[src/hdl/srbt_pkg.sv]
// ----------------------------------------------------------------------------
// Sparse range binding table package
// Table geometry, field widths, status codes and shared structs.
// ----------------------------------------------------------------------------
package srbt_pkg;

  // table geometry
  localparam int unsigned TABLE_DEPTH = 16;
  localparam int unsigned IDX_W       = (TABLE_DEPTH > 1) ? $clog2(TABLE_DEPTH) : 1;
  localparam int unsigned ADDR_W      = IDX_W + 1;
  localparam int unsigned RAM_DEPTH   = 2 ** ADDR_W;
  localparam int unsigned CNT_W       = $clog2(TABLE_DEPTH + 1);
  localparam int unsigned CMP_W       = (CNT_W > 4) ? CNT_W : 4;

  // field widths
  localparam int unsigned OFS_W  = 40;
  localparam int unsigned RES_W  = 32;
  localparam int unsigned MID_W  = 32;
  localparam int unsigned EIX_W  = 4;
  localparam int unsigned ST_W   = 2;
  localparam int unsigned ECNT_W = 5;
  localparam int unsigned SUM_W  = OFS_W + 1;
  localparam int unsigned ALU_W  = SUM_W + 1;

  localparam logic [MID_W-1:0] UNBOUND_MEMORY = '0;

  typedef enum logic [ST_W-1:0] {
    STATUS_OK          = 2'd0,
    STATUS_NOT_TRACKED = 2'd1,
    STATUS_FULL        = 2'd2,
    STATUS_BAD_INDEX   = 2'd3
  } status_e;

  typedef enum logic {
    OP_BIND = 1'b0,
    OP_READ = 1'b1
  } op_e;

  typedef struct packed {
    logic [OFS_W-1:0] rng_start;
    logic [MID_W-1:0] mem_id;
    logic [OFS_W-1:0] mem_start;
    logic [OFS_W-1:0] rng_len;
  } entry_t;

  typedef struct packed {
    logic [SUM_W-1:0] value;
    logic             neg;
    logic             zero;
  } alu_res_t;

  typedef struct packed {
    logic              en;
    logic [ADDR_W-1:0] addr;
    entry_t            data;
  } tbl_wr_t;

  typedef struct packed {
    logic              en;
    logic [ADDR_W-1:0] addr;
  } tbl_rd_t;

endpackage

[src/hdl/srbt_alu.sv]
// ----------------------------------------------------------------------------
// Sparse range binding table shared adder
// One 41-bit add/subtract with sign and zero flags, reused for every end,
// difference and offset the unbind walk needs.
// ----------------------------------------------------------------------------
module srbt_alu (
  input  logic [srbt_pkg::SUM_W-1:0] a_i,
  input  logic [srbt_pkg::SUM_W-1:0] b_i,
  input  logic                       sub_i,
  output srbt_pkg::alu_res_t         res_o
);
  import srbt_pkg::*;

  logic [ALU_W-1:0] full;

  // one extra bit so the borrow shows up as the sign
  always_comb begin
    if (sub_i) begin
      full = {1'b0, a_i} - {1'b0, b_i};
    end else begin
      full = {1'b0, a_i} + {1'b0, b_i};
    end
    res_o.value = full[SUM_W-1:0];
    res_o.neg   = full[ALU_W-1];
    res_o.zero  = (full == '0);
  end

endmodule

[config.mk]
export PLATFORM = sky130hd
export DESIGN_NAME = srbt_alu
export DESIGN_NICKNAME = d
export VERILOG_FILES = /design/src/hdl/srbt_pkg.sv /design/src/hdl/srbt_alu.sv
export SDC_FILE = /design/constraint.sdc
export NUM_CORES = 1
export LEC_CHECK = 0
export ABC_AREA = 1
export BUFFER_PORTS_ARGS = -buffer_cell sky130_fd_sc_hd__buf_2
export CAP_MARGIN = 5
export CORE_AREA = 2 2 107 109
export DETAILED_ROUTE_END_ITERATION = 12
export DIE_AREA = 0 0 109 111
export GPL_TIMING_DRIVEN = 0
export PLACE_DENSITY = 0.79
export SYNTH_ARGS = -nofsm -noshare
export SYNTH_HDL_FRONTEND = slang
export SYNTH_SLANG_ARGS = --single-unit
[constraint.sdc]
create_clock -name vclk -period 7.5
set_input_delay 0.75 -clock vclk [all_inputs]
set_output_delay 0.75 -clock vclk [all_outputs]
set_load 0.02 [all_outputs]
After elaboration in Yosys (flattened, before gate mapping). Index checks and enable logic that the tools add are counted.

Add/sub/neg operators: 2. Multiply operators: 0. Divide/modulo/power cells: 0. Magnitude comparators: 0. Equal/unequal tests: 0. Shift operators: 0. Mux-type cells: 1. Bitwise logic cells: 0. Reduce and logical (&&, ||, !) cells: 1.

Operators with widths (count): adder 41 x 41 -> 42 bit (1); logical NOT 42 bit (1); 2-to-1 mux 42 bit (1); subtractor 41 x 41 -> 42 bit (1).

Register bits after elaboration: 0. Latch bits: 0. RAM bits: 0. Bits in read-only memories: 0. Bits of input ports: 83. Output and inout bits: 43. Logic and storage cells: 4. Memories kept: 0.

Depth between registers and ports, before layout.
Depth after elaboration: 3. Depth in mapped cells: 29. Depth with buffers taken out: 29.

Worst setup path before layout. Ideal clock, no wire load.

Path type: input to output. Start point: input b_i[1] (netlist bit). End point: output res_o[0] (netlist bit). Arrival: 3796 ps. Data required time: 6750 ps. Setup slack: 2954 ps. Cell stages on the path: 27. Buffers on the path: 0. Cells stage by stage: inv_1 ha_1 nand2_1 nor2_1 nand4_1 nor3_2 nand2_1 o21ai_2 inv_2 a21oi_2 nand2_1 xnor2_1 ha_1 nand2_2 inv_1 nand2_1 nor2_2 inv_1 nor2_1 nor2_1 nand3_1 nand2_1 nor2_1 nand2_1 nor2_2 nand2_1 nor2_1.

RTL lines: start: declaration (line srbt_alu.sv:8) `input logic [srbt_pkg::SUM_W-1:0] b_i,`; end: declaration (line srbt_alu.sv:10) `output srbt_pkg::alu_res_t res_o`.

==> results.md <==
* Status: finished clean
* Adder-cell share of the synthesized area at 11.07%
* Largest net degree at the start of global routing at 11
* P_leak at 3.560 nW
* I/O pin count at 126
* Area growth syn-to-layout at 16.32%
* Setup TNS at 0 ns
* # hold bufs at CTS at 0
* Mean Syn Cell Area at 4.969 sq um
* HPWL after detailed placement at 13.83 mm
* Routed vias at 6168
* Final WS setup at 2.211 ns
* Post-Layout Cell Count at 1260
* Sw frac at 66.79%
* Tmin final at 5.289 ns
* Synth Cell Area at 0.004930 sq mm
* Placed cell count at 1260
* Cell count after synthesis at 992
* Largest family of logic cells by synthesized area: simple AND/OR/NAND/NOR gates
* Die area at 0.01210 sq mm
* Final Hold Viols at 0
* Total grt overflow at 0
* Ranking of synthesized cells by area: nand2_1 27%, inv_1 16%, ha_1 11%
* Layout Nets at 1245
* WS Path Type: input pin to primary output
* Rows at 39
* PwrDens at 119.7 mW/mm^2
* Vias in the first global route at 5662
* Share of the synthesized area in the top cell type at 26.88%
* Post-CTS setup buffers at 0
* CP max stage cell: ha_1
* Layout cells sized above 1 at 18.17%
* Synth top cells by count: 353 x nand2_1, 215 x inv_1, 92 x nor2_1, 49 x nand3_1, 42 x ha_1
* ANT nets after route at 0
* IO Port Bufs at 125
* Worst-Margin Slew at 0.5692 ns
* Worst EP arrival at 4.54 ns
* Psw at 0.4584 mW
* Multiplexer share of the synthesized area at 0%
* Starting Density at 44.50%
* Global-route wire length before repair at 25.40 mm
* Core Region at 0.01108 sq mm
* Most common cell in the synthesized netlist: nand2_1
* Final setup vio count at 0
* Slew headroom at 62.05%
* Die Span Y at 111 um
* WHS Path Cells at 4
* Net Count, Synth at 1118
* Antenna cells at 0
* Crit path max fanout at 5
* Total GRT Usage at 25.41%
* RSZ-0062 raised after global routing: false
* GPL Wtd Cong at 0.9606
* Post-synth top area cell: nand2_1
* DR pass1 iterations at 5
* Starting DRT DRC Count at 422
* Initial antenna violation count at 0
* Pre-CTS setup slack at 2.252 ns
* Max-slew violations at 0
* Area occupied by multi-input gates at 0.004058 sq mm
* DR WL/cell at 12.05 um
* Power Internal at 0.2280 mW
* Top cell by count, worst path: nand2_1
* Drt drc at 0
* Fin crit share at 70.51%
* Seq/Total Area, Yosys at 0%
* CP endpoint kind: primary output
* Logic pwr share at 100.0%
* Crit path required time at 6.75 ns
* Setup crit start kind: input pin
* Max rail drop VDD at 0.07387 mV
* Crit-path max cell delay at 0.42 ns
* Worst hold endpoint: res_o[2]
* Clock power frac at 0%
* Final wirelength at 15.19 mm
* Simple-Gate Fraction of Synth Area at 55.15%
* Sequential cell count at 0
* Synthesis warning total at 0
* Netlist cell types at 40
* Number of max-cap violations at 0
* Utilization after layout at 51.77%
* Reg power frac at 0%
* Xor/xnor share of the synthesized area at 7.462%
* Fmax at 189.1 MHz
* Compound-Gate Fraction of Synth Area at 8.629%
* Post_cts resized at 0
* Width of the die at 109 um
* Hold_sp: b_i[0]
* Min-Delay Path Class: input pin to primary output
* Routed vias/inst at 4.895
* Clkbuf count at 0
* FF/Latch Area at 0 sq um
* Fill count at 1264
## layout make-up
type / count / share of cell area, %
repair buffers: 125 / 10.91
well taps: 143 / 3.120
inverters: 225 / 14.73
multi-input cells: 762 / 70.76
plain buffers: 5 / 0.4800
## layer usage
metal  global-route usage [%]  up-vias  part of all wire, %
met2                    41.61      219                   43
met5                        0        -                    0
met1                    37.13     2657                   49
li1                         -     3262                    -
met3                   0.9406       30                  6.0
met4                    4.274        0                  2.0
## critical path, delay by kind of cell
family / cells / cell delay [ns]
buffers and inverters: 4 / 0.42
adder cells (fa/ha/maj): 2 / 0.58
XOR/XNOR: 1 / 0.14
AO/OA/AOI/OAI: 2 / 0.35
AND/OR/NAND/NOR: 20 / 2.28
## layout by cell type (no fill, tap or decap), types with 2 or more instances in the layout
cell type  instances
nand3b_1          16
nor3_1            13
a21oi_1           37
o21ai_0           14
nand3_1           49
buf_2            126
o21bai_1           3
nand3_2           10
or2_4              2
ha_1              42
nand2_2           21
a21oi_2            4
xor2_1            31
nor2_2            16
nand4_1           11
inv_2              7
clkbuf_1           2
nor2_1            92
clkinv_1           3
and3_1             2
nor4_1             3
a21boi_0           2
o21ai_1            4
a31oi_1            2
o21ai_2            3
inv_1            215
nor2_4             5
nand2_1          353
nor3_2             5
a21o_1             4
xnor2_1           11
## power by group through the flow
stage               Combinational [mW]  Sequential (mW)  Clock, mW
finish                           0.686                0          0
global route                     0.768                0          0
CTS                              0.680                0          0
detailed placement               0.678                0          0
global placement                 0.672                0          0
floorplan                        0.485                0          0
## worst max path at each step
stage | start | endpoint | slack [ns] | depth (start not counted)
3_3_place_gp | b_i[0] | res_o[0] | 2.28 | 29
2_1_floorplan | b_i[1] | res_o[0] | 2.95 | 27
3_5_place_dp | b_i[0] | res_o[0] | 2.25 | 29
4_1_cts | b_i[0] | res_o[0] | 2.23 | 29
6_report | b_i[0] | res_o[0] | 2.21 | 29
5_1_grt | b_i[1] | res_o[0] | 1.76 | 29
## stage by stage
step,power (mW),instance area [sq um],hold WS [ns]
finish,0.6864,5734,1.923
global route,0.7685,5734,1.928
CTS,0.6800,5734,1.921
detailed placement,0.6782,5734,1.921
global placement,0.6718,5734,1.918
floorplan,0.4854,4930,1.705
## kinds of logic (layout without fill, tap and decap cells)
| logic type | count (synthesis) | after routing |
|---|---|---|
| AND/OR/NAND/NOR | 603 | 603 |
| XOR/XNOR | 42 | 42 |
| AO/OA/AOI/OAI | 74 | 74 |
| adder cells (fa/ha/maj) | 43 | 43 |
| buffers and inverters | 230 | 355 |
No activity file was read; power rests on OpenSTA's default activity.
