[src/hdl/srbt_pkg.sv]
// ----------------------------------------------------------------------------
// Sparse range binding table package
// Table geometry, field widths, status codes and shared structs.
// ----------------------------------------------------------------------------
package srbt_pkg;

  // table geometry
  localparam int unsigned TABLE_DEPTH = 16;
  localparam int unsigned IDX_W       = (TABLE_DEPTH > 1) ? $clog2(TABLE_DEPTH) : 1;
  localparam int unsigned ADDR_W      = IDX_W + 1;
  localparam int unsigned RAM_DEPTH   = 2 ** ADDR_W;
  localparam int unsigned CNT_W       = $clog2(TABLE_DEPTH + 1);
  localparam int unsigned CMP_W       = (CNT_W > 4) ? CNT_W : 4;

  // field widths
  localparam int unsigned OFS_W  = 40;
  localparam int unsigned RES_W  = 32;
  localparam int unsigned MID_W  = 32;
  localparam int unsigned EIX_W  = 4;
  localparam int unsigned ST_W   = 2;
  localparam int unsigned ECNT_W = 5;
  localparam int unsigned SUM_W  = OFS_W + 1;
  localparam int unsigned ALU_W  = SUM_W + 1;

  localparam logic [MID_W-1:0] UNBOUND_MEMORY = '0;

  typedef enum logic [ST_W-1:0] {
    STATUS_OK          = 2'd0,
    STATUS_NOT_TRACKED = 2'd1,
    STATUS_FULL        = 2'd2,
    STATUS_BAD_INDEX   = 2'd3
  } status_e;

  typedef enum logic {
    OP_BIND = 1'b0,
    OP_READ = 1'b1
  } op_e;

  typedef struct packed {
    logic [OFS_W-1:0] rng_start;
    logic [MID_W-1:0] mem_id;
    logic [OFS_W-1:0] mem_start;
    logic [OFS_W-1:0] rng_len;
  } entry_t;

  typedef struct packed {
    logic [SUM_W-1:0] value;
    logic             neg;
    logic             zero;
  } alu_res_t;

  typedef struct packed {
    logic              en;
    logic [ADDR_W-1:0] addr;
    entry_t            data;
  } tbl_wr_t;

  typedef struct packed {
    logic              en;
    logic [ADDR_W-1:0] addr;
  } tbl_rd_t;

endpackage

[src/hdl/srbt_table.sv]
// ----------------------------------------------------------------------------
// Sparse range binding table storage
// Two banks of entries in one memory, one write port and one registered
// read port; the unbind walk reads one bank and compacts into the other.
// ----------------------------------------------------------------------------
module srbt_table (
  input  logic              clk_i,
  input  srbt_pkg::tbl_wr_t wr_i,
  input  srbt_pkg::tbl_rd_t rd_i,
  output srbt_pkg::entry_t  rdata_o
);
  import srbt_pkg::*;

  entry_t mem_q [RAM_DEPTH];
  entry_t rdata_q;

  // write port
  always_ff @(posedge clk_i) begin
    if (wr_i.en) begin
      mem_q[wr_i.addr] <= wr_i.data;
    end
  end

  // registered read port, holds between reads
  always_ff @(posedge clk_i) begin
    if (rd_i.en) begin
      rdata_q <= mem_q[rd_i.addr];
    end
  end

  assign rdata_o = rdata_q;

endmodule

[config.mk]
export PLATFORM = sky130hd
export DESIGN_NAME = srbt_table
export DESIGN_NICKNAME = d
export VERILOG_FILES = /design/src/hdl/srbt_pkg.sv /design/src/hdl/srbt_table.sv
export SDC_FILE = /design/constraint.sdc
export NUM_CORES = 2
export LEC_CHECK = 0
export ABC_AREA = 0
export BUFFER_PORTS_ARGS = -buffer_cell sky130_fd_sc_hd__buf_4
export CAP_MARGIN = 15
export CORE_ASPECT_RATIO = 0.5
export CORE_MARGIN = 8
export CORE_UTILIZATION = 30
export CTS_CLUSTER_DIAMETER = 80
export DETAILED_ROUTE_END_ITERATION = 8
export GPL_TIMING_DRIVEN = 0
export PLACE_DENSITY = 0.46
export SYNTH_ARGS = -nofsm -noshare
export SYNTH_HDL_FRONTEND = slang
export SYNTH_MEMORY_MAX_BITS = 65536
export SYNTH_SLANG_ARGS = --single-unit
[constraint.sdc]
create_clock -name clk_i -period 18.3 [get_ports clk_i]
set_input_delay 1.83 -clock clk_i [delete_from_list [all_inputs] [get_ports clk_i]]
set_output_delay 1.83 -clock clk_i [all_outputs]
set_load 0.03 [all_outputs]
=== Yosys cells after proc, flatten, opt, wreduce, memory -nomap -nowiden ===
Memories as Yosys holds them, arrays and structs flattened. A register that Yosys moved wholly into a read port is not among the register bits.
Cells that the tools add are included.

* Flip-flop bits (word level): 0
* RAM bits: 4,864
* Memories: 1

{| class="wikitable"
|+ Memories
! name !! words !! bits a word !! read ports !! clocked after memory_dff !! write ports !! line !! source
|-
| mem_q || 32 || 152 || 1 || 1 || 1 || srbt_table.sv:14 || <nowiki>entry_t mem_q [RAM_DEPTH];</nowiki>
|}

* Multiplexer cells: 2

{| class="wikitable"
|+ Operators with widths
! kind !! number
|-
| $mux 1 || 2
|}

=== Logic depth before layout (Yosys ltp) ===
* Word-level depth: 2
* Gate-level depth with buffers: 9

=== Worst setup path before layout ===
No wires, ideal clock.

* Kind: input -> register
* Start: input wr_i[153] (netlist name)
* End: memory mem_q[12][0] (netlist name) (enable)
* Setup time: 0.666 ns
* Data arrival time: 8.803 ns
* Data required time: 17.634 ns
* Path slack: 8.830 ns
* Stages on the path: 3
* Path buffers: 1
* Cells stage by stage: or3b_2 > clkbuf_1 > nor2_1

{| class="wikitable"
|+ RTL lines
! item !! line !! source
|-
| start: declaration || srbt_table.sv:8 || <nowiki>input srbt_pkg::tbl_wr_t wr_i,</nowiki>
|-
| end: declaration || srbt_table.sv:14 ||
|}

Straight into the memory's write port.

==> results.md <==
* Status: completed
* Largest net degree at the start of global routing at 71
* Post-CTS Setup Bufs at 0
* Routability cong. at between 0.7 and 0.8
* Final setup TNS at 0 ns
* Fmax at between 150 and 200 MHz
* Setup CP Type: input pin to flop
* GRT overflow at 0
* Reg2reg setup slack at ~16 ns
* Cells after Synth at 7812
* Worst Hold Launch: mem_q[30][91]
* Via/cell ratio at approximately 5
* Most frequent cells after synthesis: 5016 x edfxtp_1, 1056 x mux4_2, 448 x o22ai_1
* Post-synth EDFFs at roughly 5000
* Min Hold Slack at ~0.75 ns
* Area grow syn2layout at 18.71%
* Count leader, synth: edfxtp_1
* Hold WC Path Type: flop to flop
* Initial drt markers at roughly 10000
* Fin crit period at roughly 5.2 ns
* DRT antenna net count at 0
* Slew Limit Fails at 0
* IO Port Bufs at roughly 310
* Clock Path Buffers at 4
* Netlist Area Pre-Place at about 190000 µm²
* Avg Inst Size Synth at between 20 and 25 µm²
* DP Area at between 200000 and 250000 µm²
* Worst hold path endpoint: rdata_o[91]
* Pleak at about 70 nW
* Rows at roughly 200
* FF-to-FF Start: mem_q[14][18]
* Ys Warns at 0
* Worst R2R End: rdata_o[18]
* Seq/Total Area, Yosys at 0.8089
* Worst Skew at between 0.02 and 0.03 ns
* Tcrit/Tclk final at 0.2851
* Clk Latency, worst-skew pair at 1.00 ns
* Max_slew headroom at 0.1431
* Most used DFF post-synth: edfxtp_1
* Peak supply drop at 0.00009149 V
* Total GRT Usage at 0.1745
* Area occupied by multi-input gates at around 34000 µm²
* Clock Tree Root: clkbuf_16
* Post-synth ARST share at 0
* Critical Path AT at between 5 and 6 ns
* Number of vias in the routed layout at about 91000
* Per-cell routed wire length at about 33 µm
* Leading area contributor after synthesis: edfxtp_1
* DP Wirelength at around 390 mm
* Final setup viols at 0
* Drt total wl at approximately 580 mm
* PD cells at roughly 110 nW/µm²
* TritonRoute pass-1 iters at 5
* Hold Path Depth at 3
* Resized Gates After CTS at 0
* Crit start category: input pin
* Required @ worst endpoint at ~19 ns
* Place WS at around 12 ns
* Die Wd at about 1.1 mm
* Sequential Area at between 150000 and 200000 µm²
* Worst-Margin Slew at between 1 and 1.5 ns
* Net count of the mapped netlist at around 8000
* Max-Cap Viols at 0
* Reg2Reg Depth at 3
* Ratio of cells with drive above 1 in the final layout at 0.2871
* Initial antenna violation count at approximately 100
* CTS tree: yes
* Final Hold Viols at 0
* Hold buffer count at cts at 0
* Final Core Density at 0.3577
* First-pass GRT wire length at approximately 790 mm
* Starting Density at 0.3013
* Die area at 647700 µm²
* Die height at approximately 570 µm
* CTS Buf Count at around 480
* CTS sink cnt at ~5000
* Clock transition at path regs at around 0.060 ns
* Synth top area cells: edfxtp_1 81%, mux4_2 13%, mux2i_1 1.7%
* Final Worst Setup Slack at 13.08 ns
* Fill count at ~57000
* IO Pins at ~320
* H-Tree Level Count at 5
* Number of global-route vias before repair at approximately 92000
* DR DRC count at 0
* Yosys cell types at 26
* Nets@finish at just over 9000
* Worst-path maximum fanout at 10
* #FFs+latches synth at around 5000
* Finished Cell Area at approximately 220000 µm²
* Unrepaired setup endpoints after global routing: no
* Share of the synthesized area in the top cell type at 0.8089
* CP endpoint kind: flop
* Core Area at roughly 620000 µm²
cell type report:
cell class / instances / area share
sequential: 5016 / 0.6815
buffer: 436 / 0.01063
timing repair buffer: 636 / 0.04008
antenna: 41 / 0.0004642
tap: 8240 / 0.04664
clock inverter: 292 / 0.01141
clock buffer: 602 / 0.05767
multi-input combinational: 2360 / 0.1517
state kept, by name, indices dropped and copies added (netlist names):
signal	count
mem_q	4864
rdata_o	152
worst max-delay path by stage:
| stage | slack (ns) | start | cells past startpoint | endpoint |
|---|---|---|---|---|
| after floorplan | 8.83 | wr_i[153] | 3 | mem_q[12][0] |
| after global placement | -3.55 | wr_i[153] | 4 | mem_q[20][39] |
| after detailed placement | 11.87 | rd_i[4] | 8 | rdata_o[70] |
| after CTS | 13.00 | rd_i[4] | 8 | rdata_o[70] |
| after global routing | 13.21 | rd_i[4] | 8 | rdata_o[70] |
| final | 13.08 | rd_i[4] | 8 | rdata_o[70] |
cell usage in the layout, fill, tap and decap left out, types with 20 or more instances in the layout:
master     netlist  layout
edfxtp_1      5016    5016
mux4_2        1056    1056
clkbuf_16        0     493
o22ai_1        448     448
buf_4           81     394
mux2i_1        320     320
buf_12           0     276
a22oi_1        240     240
clkbuf_1       152     233
buf_2          159     164
clkinv_1         0     129
nor4_1         112     110
clkinv_2         0      99
nand3_1         83      83
bufinv_16        0      44
diode_2          0      41
nand4_1         40      40
nor2_4           0      32
clkbuf_2         0      28
buf_16           0      26
buf_6           23      25
buf_1           21      20
logic make-up after synthesis:
| family | count (synthesis) | share of synthesized area |
|---|---|---|
| AOI/OAI and AO/OA | 688 | 0.02473 |
| buffers and inverters | 436 | 0.01242 |
| and+or+nand+nor | 296 | 0.008978 |
| DFF | 5016 | 0.8089 |
| muxes | 1376 | 0.1449 |
power breakdown:
group	switching (W)	internal, W	leakage (nW)
combinational	0.000849	0.000444	15.7
sequential	0.0000538	0.0128	45.3
clock	0.00435	0.00552	7.49
total	0.00525	0.0188	68.5
stage by stage:
stage          total power (W)  std cells
2_1_floorplan          0.01374       7812
3_3_place_gp           0.01444      16364
3_5_place_dp           0.01444      16687
4_1_cts                0.02426      17581
5_1_grt                0.02472      17601
6_report               0.02404      17623
worst max-delay path: stages:
cell and delay (ns):
buf_2 0.17, nor2b_1 0.15, clkbuf_2 0.39, nand2b_1 0.49, buf_2 0.76, buf_2 0.79
o22ai_1 0.23, nor4_1 0.98
metal layers:
metal / routed length, µm / share of wire / vias up / track usage
li1: - / - / 36343 / -
met1: 245100 / 0.42 / 50637 / 0.2367
met2: 291500 / 0.50 / 3019 / 0.2977
met3: 31450 / 0.054 / 721 / 0.02134
met4: 15200 / 0.026 / 8 / 0.04537
met5: 44 / 0.000075 / - / 0
Power figures use the tool's default switching activity.
